<file path="config.mk">
export PLATFORM = sky130hd
export DESIGN_NAME = octant_atan2_approximation_core
export DESIGN_NICKNAME = d
export VERILOG_FILES = /design/src/hdl/oatan_pkg.sv /design/src/hdl/octant_atan2_approximation_core.sv
export SDC_FILE = /design/constraint.sdc
export NUM_CORES = 2
export LEC_CHECK = 0
export ABC_CLOCK_PERIOD_IN_PS = 9500
export BUFFER_PORTS_ARGS = -buffer_cell sky130_fd_sc_hd__buf_4
export CORE_ASPECT_RATIO = 0.6
export CORE_UTILIZATION = 42
export DETAILED_ROUTE_END_ITERATION = 10
export HOLD_SLACK_MARGIN = 0.02
export SYNTH_ARGS = -nofsm -noshare
export SYNTH_HDL_FRONTEND = slang
export SYNTH_SLANG_ARGS = --single-unit
</file>
<file path="constraint.sdc">
create_clock -name clk -period 9.5 [get_ports clk]
set_input_delay 0.95 -clock clk [delete_from_list [all_inputs] [get_ports clk]]
set_output_delay 0.95 -clock clk [all_outputs]
set_load 0.01 [all_outputs]
</file>
<file path="src/hdl/oatan_pkg.sv">
// ----------------------------------------------------------------------------
// Octant atan2 approximation package
// Widths, angle constants, the pipeline stage record and the divider step
// shared by the angle core.
// ----------------------------------------------------------------------------
package oatan_pkg;

  // Field widths.
  localparam int COORD_W = 32;
  localparam int ANGLE_W = 13;

  // Quotient of smaller*512/larger lies in 0..512, so it needs ten bits,
  // one per divider stage.
  localparam int RAMP_SHIFT = 9;
  localparam int QUO_W      = RAMP_SHIFT + 1;
  localparam int DIV_STEPS  = QUO_W;

  // Base angles, 4096 is a full turn.
  localparam logic [ANGLE_W-1:0] ANG_ZERO     = 13'd0;
  localparam logic [ANGLE_W-1:0] ANG_QUARTER  = 13'd1024;
  localparam logic [ANGLE_W-1:0] ANG_HALF     = 13'd2048;
  localparam logic [ANGLE_W-1:0] ANG_3QUARTER = 13'd3072;
  localparam logic [ANGLE_W-1:0] ANG_FULL     = 13'd4096;

  // Payload carried through the divider stages.
  typedef struct packed {
    logic [COORD_W-1:0] rem;   // partial remainder, always below den after a step
    logic [COORD_W-1:0] den;   // larger magnitude, never zero
    logic [QUO_W-1:0]   quo;   // quotient bits developed so far
    logic [ANGLE_W-1:0] base;  // base angle of the octant
    logic               sub;   // subtract the ramp from the base when set
  } div_stage_t;

  // One restoring division step. The first step compares the numerator
  // itself (the weight-512 bit); later steps shift the remainder left first.
  function automatic div_stage_t div_step(div_stage_t s, logic first);
    logic [COORD_W:0] shifted;
    logic [COORD_W:0] diff;
    logic             ge;
    div_stage_t       r;
    shifted = first ? {1'b0, s.rem} : {s.rem, 1'b0};
    diff    = shifted - {1'b0, s.den};
    ge      = (shifted >= {1'b0, s.den});
    r       = s;
    r.rem   = ge ? diff[COORD_W-1:0] : shifted[COORD_W-1:0];
    r.quo   = {s.quo[QUO_W-2:0], ge};
    return r;
  endfunction

endpackage

</file>
<file path="src/hdl/octant_atan2_approximation_core.sv">
// ----------------------------------------------------------------------------
// Octant atan2 approximation core
// Pipelined approximate atan2 on signed 32-bit coordinates, 4096 = full turn.
// ----------------------------------------------------------------------------
// The core takes one (y, x) query per cycle while query_stall is low and returns
// the angles in query order. One stage forms the magnitudes, one compares them
// and picks the octant, ten stages of a restoring divider each develop one bit
// of the ramp smaller*512/larger, and one stage adds the ramp to or subtracts it
// from the octant's base angle. A zero x is taken as +1; a zero y gives 0, or
// 2048 for negative x. Results are in 0..4096, and 4096 can appear for positive
// x with y just below zero. A stall at the output holds every stage that has
// nowhere to go, while empty stages further up keep filling.
module octant_atan2_approximation_core
  import oatan_pkg::*;
(
  input  logic                      clk,
  input  logic                      rst,
  input  logic                      query_valid,
  output logic                      query_stall,
  input  logic signed [COORD_W-1:0] y_coord,
  input  logic signed [COORD_W-1:0] x_coord,
  output logic                      angle_valid,
  input  logic                      angle_stall,
  output logic        [ANGLE_W-1:0] angle
);

  // Stage one: magnitudes and sign flags.
  logic               s1_valid;
  logic [COORD_W-1:0] s1_ay;
  logic [COORD_W-1:0] s1_ax;
  logic               s1_yneg;
  logic               s1_xneg;
  logic               s1_yzero;

  // Stage two: octant chosen, divider operands set up.
  logic       s2_valid;
  div_stage_t s2_data;
  div_stage_t s2_next;

  // Divider stages.
  logic       dv_valid [DIV_STEPS];
  div_stage_t dv_data  [DIV_STEPS];

  // Ready of each stage: it may load when empty or when its content moves on.
  logic s1_ready;
  logic s2_ready;
  logic dv_ready [DIV_STEPS];
  logic out_ready;

  always_comb begin
    out_ready = !angle_valid || !angle_stall;
    dv_ready[DIV_STEPS-1] = !dv_valid[DIV_STEPS-1] || out_ready;
    for (int k = DIV_STEPS - 2; k >= 0; k--) begin
      dv_ready[k] = !dv_valid[k] || dv_ready[k+1];
    end
    s2_ready = !s2_valid || dv_ready[0];
    s1_ready = !s1_valid || s2_ready;
  end

  assign query_stall = !s1_ready;

  // Magnitudes; a zero x counts as +1, and the most negative value maps to 2^31.
  logic [COORD_W-1:0] ay_in;
  logic [COORD_W-1:0] ax_in;

  always_comb begin
    ay_in = y_coord[COORD_W-1] ? (~y_coord + 1'b1) : y_coord;
    if (x_coord == '0) begin
      ax_in = {{(COORD_W-1){1'b0}}, 1'b1};
    end else if (x_coord[COORD_W-1]) begin
      ax_in = ~x_coord + 1'b1;
    end else begin
      ax_in = x_coord;
    end
  end

  always_ff @(posedge clk) begin
    if (rst) begin
      s1_valid <= 1'b0;
    end else if (s1_ready) begin
      s1_valid <= query_valid;
    end
  end

  always_ff @(posedge clk) begin
    if (s1_ready && query_valid) begin
      s1_ay    <= ay_in;
      s1_ax    <= ax_in;
      s1_yneg  <= y_coord[COORD_W-1];
      s1_xneg  <= x_coord[COORD_W-1];
      s1_yzero <= (y_coord == '0);
    end
  end

  // Octant selection: the base angle, the ramp direction and which magnitude
  // is divided by which. Equal magnitudes give a ramp of 512 either way.
  logic ax_lt_ay;
  logic ay_lt_ax;

  always_comb begin
    ax_lt_ay = (s1_ax < s1_ay);
    ay_lt_ax = (s1_ay < s1_ax);
    s2_next  = '0;
    if (s1_yzero) begin
      // On the x axis the ramp is zero: divide zero by |x|.
      s2_next.rem  = '0;
      s2_next.den  = s1_ax;
      s2_next.base = s1_xneg ? ANG_HALF : ANG_ZERO;
      s2_next.sub  = 1'b0;
    end else begin
      unique case ({s1_xneg, s1_yneg})
        2'b00: begin
          if (ax_lt_ay) begin
            s2_next.base = ANG_QUARTER;
            s2_next.sub  = 1'b1;
          end else begin
            s2_next.base = ANG_ZERO;
            s2_next.sub  = 1'b0;
          end
        end
        2'b01: begin
          if (ay_lt_ax) begin
            s2_next.base = ANG_FULL;
            s2_next.sub  = 1'b1;
          end else begin
            s2_next.base = ANG_3QUARTER;
            s2_next.sub  = 1'b0;
          end
        end
        2'b10: begin
          if (ax_lt_ay) begin
            s2_next.base = ANG_QUARTER;
            s2_next.sub  = 1'b0;
          end else begin
            s2_next.base = ANG_HALF;
            s2_next.sub  = 1'b1;
          end
        end
        default: begin
          if (ay_lt_ax) begin
            s2_next.base = ANG_HALF;
            s2_next.sub  = 1'b0;
          end else begin
            s2_next.base = ANG_3QUARTER;
            s2_next.sub  = 1'b1;
          end
        end
      endcase
      // The smaller magnitude is divided by the larger one.
      s2_next.rem = ax_lt_ay ? s1_ax : s1_ay;
      s2_next.den = ax_lt_ay ? s1_ay : s1_ax;
    end
  end

  always_ff @(posedge clk) begin
    if (rst) begin
      s2_valid <= 1'b0;
    end else if (s2_ready) begin
      s2_valid <= s1_valid;
    end
  end

  always_ff @(posedge clk) begin
    if (s2_ready && s1_valid) begin
      s2_data <= s2_next;
    end
  end

  // Restoring divider, one quotient bit per stage, most significant first.
  for (genvar k = 0; k < DIV_STEPS; k++) begin : g_div
    logic       src_valid;
    div_stage_t src_data;

    if (k == 0) begin : g_first
      assign src_valid = s2_valid;
      assign src_data  = s2_data;
    end else begin : g_rest
      assign src_valid = dv_valid[k-1];
      assign src_data  = dv_data[k-1];
    end

    always_ff @(posedge clk) begin
      if (rst) begin
        dv_valid[k] <= 1'b0;
      end else if (dv_ready[k]) begin
        dv_valid[k] <= src_valid;
      end
    end

    always_ff @(posedge clk) begin
      if (dv_ready[k] && src_valid) begin
        dv_data[k] <= div_step(src_data, (k == 0));
      end
    end
  end

  // Output register: base angle plus or minus the ramp.
  div_stage_t         last;
  logic [ANGLE_W-1:0] ramp;
  logic [ANGLE_W-1:0] angle_next;

  always_comb begin
    last       = dv_data[DIV_STEPS-1];
    ramp       = {{(ANGLE_W-QUO_W){1'b0}}, last.quo};
    angle_next = last.sub ? (last.base - ramp) : (last.base + ramp);
  end

  always_ff @(posedge clk) begin
    if (rst) begin
      angle_valid <= 1'b0;
    end else if (out_ready) begin
      angle_valid <= dv_valid[DIV_STEPS-1];
    end
  end

  always_ff @(posedge clk) begin
    if (out_ready && dv_valid[DIV_STEPS-1]) begin
      angle <= angle_next;
    end
  end

endmodule

</file>
# Word-level counts from Yosys, hierarchy flattened
# Memory sizes are Yosys's and may differ from the RTL's.
# Index checks and enable logic that the tools add are counted.
# totals
ff_bits	161
memories	2
elab_cells	188
inputBits	68
ramBits	890
# classes
n_lt_le_gt_ge	12
bitwise_logic	13
n_mux	85
n_eq_ne	2
n_addsub	14
n_reduce_logical	45
# mem_list
memory	depth	width	read_ports	rd_ports_with_merged_regs	write_ports	line_no	text
dv_data	10	88	10	0	10	octant_atan2_approximation_core.sv:42	div_stage_t dv_data [DIV_STEPS];
dv_valid	10	1	10	0	10	octant_atan2_approximation_core.sv:41	logic dv_valid [DIV_STEPS];
# ops
operator	n
32-bit 2-to-1 mux	13
32-bit subtractor	10
33-bit by 32-bit greater-or-equal comparator with 1-bit output	9
32-bit by 1-bit adder with 32-bit output (second input constant)	2
32-bit zero test	2
32-bit less-than comparator	2
32-bit inverter	2
1-bit 2-to-1 mux	62
31-bit 2-to-1 mux	2
14-bit one-hot mux with 3 select lines	1
12-bit 2-to-1 mux	3
32-bit greater-or-equal comparator	1
14-bit 2-to-1 mux	2
13-bit 2-to-1 mux	2
1-bit zero test	15
13-bit by 10-bit adder with 13-bit output	1
1-bit logical AND	13
1-bit logical OR	13
13-bit by 10-bit subtractor with 13-bit output	1
1-bit OR	10
2-bit by 1-bit == test with 1-bit output (second input constant)	1
2-bit == test (second input constant)	1
2-bit zero test	1
2-bit OR reduction	1
1-bit inverter	1

# Depth between registers and ports, before layout
# logic_depth
ltp_word	16
depth_mapped	15
mapped_depth_nobuf	13

# Least setup slack after synthesis
# OpenSTA, ideal clock, no wires.
# synth_path
path_kind	input-to-reg
startpoint	input port angle_stall
endpoint	memory dv_data[3][0] (netlist bit) (enable)
arrival_time_ns	6.907
n_path_buf	0
path_stages	5
slack_ns	1.979
setup_time_ns	0.614
required_ns	8.886
path_cell_list	and3_1 > and3_1 > nand3_1 > nor2_1 > a21boi_0
# synth_rtl
item	line_no	text
start, declared	octant_atan2_approximation_core.sv:23	input logic angle_stall,
end, declared	octant_atan2_approximation_core.sv:42	

==> impl_metrics.env <==
export IMPL_status="finished clean"
export IMPL_ys_seq_area_share_pct=51.5
export IMPL_synthCells=4334
export IMPL_path_clk_slew_ns=0.06
export IMPL_tritoncts="built"
export IMPL_syn_area_um2=48500
export IMPL_r2r_start="s1_ay[31]"
export IMPL_reg2reg_depth=9
export IMPL_cts_root_buffer="clkbuf_16"
export IMPL_rsz0062_at_grt="false"
export IMPL_final_nets=4858
export IMPL_grt_pass1_vias=30800
export IMPL_skew_ns=0.0434
export IMPL_power_density_nw_per_um2=149
export IMPL_viasPerCell=5.43
export IMPL_hold_class="reg -> reg"
export IMPL_yosys_area_top_type="edfxtp_1"
export IMPL_avgRoutedWirePerCell_um=18.6
export IMPL_syn_num_nets=4767
export IMPL_synth_top_area_share_pct=51.3
export IMPL_fmax_mhz=215
export IMPL_core_um2=114000
export IMPL_num_io_pins=83
export IMPL_rows=96
export IMPL_clock_sinks=832
export IMPL_clkPwrFrac_pct=41.4
export IMPL_synthTopCellsByArea="edfxtp_1 51%, ha_1 9.2%, xnor2_1 4.1%"
export IMPL_seq_power_share_pct=51.8
export IMPL_worst_path_stages=9
export IMPL_fin_crit_sh_pct=49.1
export IMPL_crit_path_start="s1_ay[31]"
export IMPL_startpoint_type="flop"
export IMPL_power_switching_mw=1.82
export IMPL_intPower_mw=6.17
export IMPL_synth_seq_cells=832
export IMPL_cts_hold_buf=0
export IMPL_maxSlewViolCount=0
export IMPL_postRouteAntennaNets=0
export IMPL_clock_path_buffers=3
export IMPL_ys_flop_type="edfxtp_1"
export IMPL_finalHoldViolations=0
export IMPL_cp_num_buf_inv=2
export IMPL_die_h_um=265
export IMPL_hpwlAfterDp_um=86000
export IMPL_io_buffers=82
export IMPL_antenna_found_initial=3
export IMPL_vdd_drop_max_mv=0.113
export IMPL_switching_share_pct=22.7
export IMPL_cp_cell_sequence="ha_1 -> nand4_1 -> nor4_1 -> a221o_1 -> and2_2 -> buf_4 -> nor2b_2 -> buf_4 -> mux2_2"
export IMPL_fillers=10400
export IMPL_drc=0
export IMPL_post_cts_resized=0
export IMPL_globalRoute_totalOverflow=0
export IMPL_crit_family="simple AND/OR/NAND/NOR gates"
export IMPL_final_cells=6011
export IMPL_firstDrtPassIters=5
export IMPL_p_leak_nw=21.4
export IMPL_drt_iter0_markers=2776
export IMPL_fp_dieArea_um2=117000
export IMPL_grt_start_max_net_pins=74
export IMPL_slowest_delay_ns=0.82
export IMPL_worst_slew_pin_slew_ns=1.20
export IMPL_htree_levels=3
export IMPL_synth_distinct_cells=82
export IMPL_initial_core_util_pct=42.4
export IMPL_max_slew_margin_pct=19.2
export IMPL_cts_buffers=84
export IMPL_r2r_setup_slack_ns=4.84
export IMPL_max_cap_viol_count=0
export IMPL_worstPathRequired_ns=9.93
export IMPL_grt_pass1_wl_um=178000
export IMPL_place_inst=5858
export IMPL_vias=32600
export IMPL_ys_warn_count=0
export IMPL_grt_usage_pct=19.4
export IMPL_worstSkewPairLatency_ns=0.69
export IMPL_timing_rr_end="g_div[0].src_data[33]"
export IMPL_drive_above_1_share_pct=10.0
export IMPL_cts_setup_buffers=0
export IMPL_arrival_ns=5.09
export IMPL_cp_common_cell="buf_4"
export IMPL_cp_end_kind="flop"
export IMPL_setup_tns_ns=0
export IMPL_pwr_share_comb_pct=6.8
export IMPL_criticalPathCategory="reg -> reg"
export IMPL_setup_viol=0
export IMPL_syn_area_per_cell_um2=11.2
export IMPL_worstSetupEndpoint="g_div[0].src_data[33]"
export IMPL_place_gp_congestion=0.937
export IMPL_slowest_stage="nor4_1"
export IMPL_postRouteWirelength_um=112000
export IMPL_async_flop_share_pct=0
export IMPL_fin_crit_ns=4.66
export IMPL_chipWidth_um=441
export IMPL_critPathMaxFanout=34
export IMPL_area_delta_synth_final_pct=10.5
export IMPL_synth_edf_count=829
==> per-layer routing <==
layer | vias to the layer above | wire length (um) | part of all wire, % | global-route usage (%)
met2 | 901 | 40300 | 36 | 24.0
met3 | 97 | 10500 | 9.4 | 5.81
met4 | 0 | 1490 | 1.3 | 3.65
li1 | 16100 | - | - | -
met5 | - | 0 | 0 | 0
met1 | 15600 | 59800 | 53 | 32.0
==> worst min-delay path by stage <==
stage	startpoint	to	slack, ns	cells past startpoint
after floorplan	g_div[0].src_data[0]	dv_data[0][0]	0.40	0
after detailed placement	dv_data[5][0]	dv_data[6][0]	0.40	0
after global placement	dv_data[7][16]	dv_data[8][17]	0.40	0
after CTS	dv_data[5][14]	dv_data[6][15]	0.40	0
after global routing	dv_data[5][14]	dv_data[6][15]	0.42	0
final	dv_data[5][14]	dv_data[6][15]	0.40	0
==> stage by stage <==
step / setup slack (ns) / total power, mW / hold slack, ns / util [%] / cell area, um2
after floorplan: 1.98 / 4.59 / 0.400 / - / 48500
after global placement: 4.94 / 4.74 / 0.402 / 44.5 / 50900
after detailed placement: 4.91 / 4.75 / 0.405 / 44.5 / 50900
after CTS: 4.86 / 8.08 / 0.403 / 46.8 / 53600
after global routing: 4.65 / 8.30 / 0.416 / 46.8 / 53600
final: 4.84 / 7.99 / 0.400 / 46.8 / 53600
==> layout by cell type (no fill, tap or decap), types with 42 or more instances in the layout <==
cell type  synthesis  layout
a21oi_1          369     369
xnor2_1          227     227
nand2_1          219     219
nor2_1           280     280
nand4_1           61      61
inv_1            453     453
ha_1             356     356
and3_1            42      42
a21o_1           152     152
clkbuf_16          0      84
nand3_1           69      68
buf_4              0     111
mux2_2           143     143
xor2_1            93      93
edfxtp_1         829     829
nand2b_1          58      58
o21ai_0          240     240
nor2b_1           65      60
==> sequential cells by signal, summed over array words and instances, names as in the netlist <==
signal	flops
s1_xneg	1
s1_yzero	1
s1_ay	32
g_div.src_data	68
s1_valid	1
s1_yneg	1
dv_data	671
s1_ax	32
g_div.src_valid	1
dv_valid	10
angle_valid	1
angle	13
==> kinds of logic after synthesis <==
logic type	after synthesis	synth area share (%)
adders and majority gates	365	9.56
and+or+nand+nor	966	9.81
DFF	832	51.5
AOI/OAI and AO/OA	1081	13.9
xor gates and xnor gates	320	5.78
muxes	211	5.00
buffers and inverters	559	4.47
==> layout make-up <==
cell class | count | area, um2 | area share (%)
Sequential cell | 832 | 25000 | 46.6
Clock inverter | 43 | 460 | 0.860
Tap cell | 1519 | 1900 | 3.55
Antenna cell | 2 | 5.00 | 0.00934
Inverter | 453 | 1700 | 3.17
Multi-Input combinational cell | 2943 | 21500 | 40.1
Clock buffer | 108 | 2230 | 4.17
Timing Repair Buffer | 111 | 833 | 1.56
==> power groups by stage <==
| stage | Sequential (mW) | Combinational (mW) | Clock, mW |
|---|---|---|---|
| global route | 4.14 | 0.606 | 3.55 |
| finish | 4.13 | 0.545 | 3.31 |
| CTS | 4.13 | 0.539 | 3.41 |
| floorplan | 4.20 | 0.388 | 0 |
| detailed placement | 4.21 | 0.535 | 0 |
| global placement | 4.21 | 0.529 | 0 |
==> cell usage after synthesis, types with 12 or more instances <==
cell type  instances
nand2_1          219
a21o_1           152
a31oi_1           22
o21bai_1          41
or3_1             24
edfxtp_1         829
nand2b_1          58
o31ai_1           36
xor2_1            93
nor2b_1           65
and2_1            28
or4_1             12
nand4_1           61
inv_1            453
nor4_1            17
or2_2             16
o21ai_0          240
mux2i_1           41
xnor2_1          227
nor2_1           280
mux2_2           143
o21a_1            42
o211ai_1          14
nor3_1            36
a21oi_1          369
a21boi_0          15
ha_1             356
mux2_4            27
nor3b_1           12
nand3_1           69
clkbuf_1          87
o41ai_1           14
a211oi_1          26
and3_1            42
No activity file was read; power rests on OpenSTA's default activity.
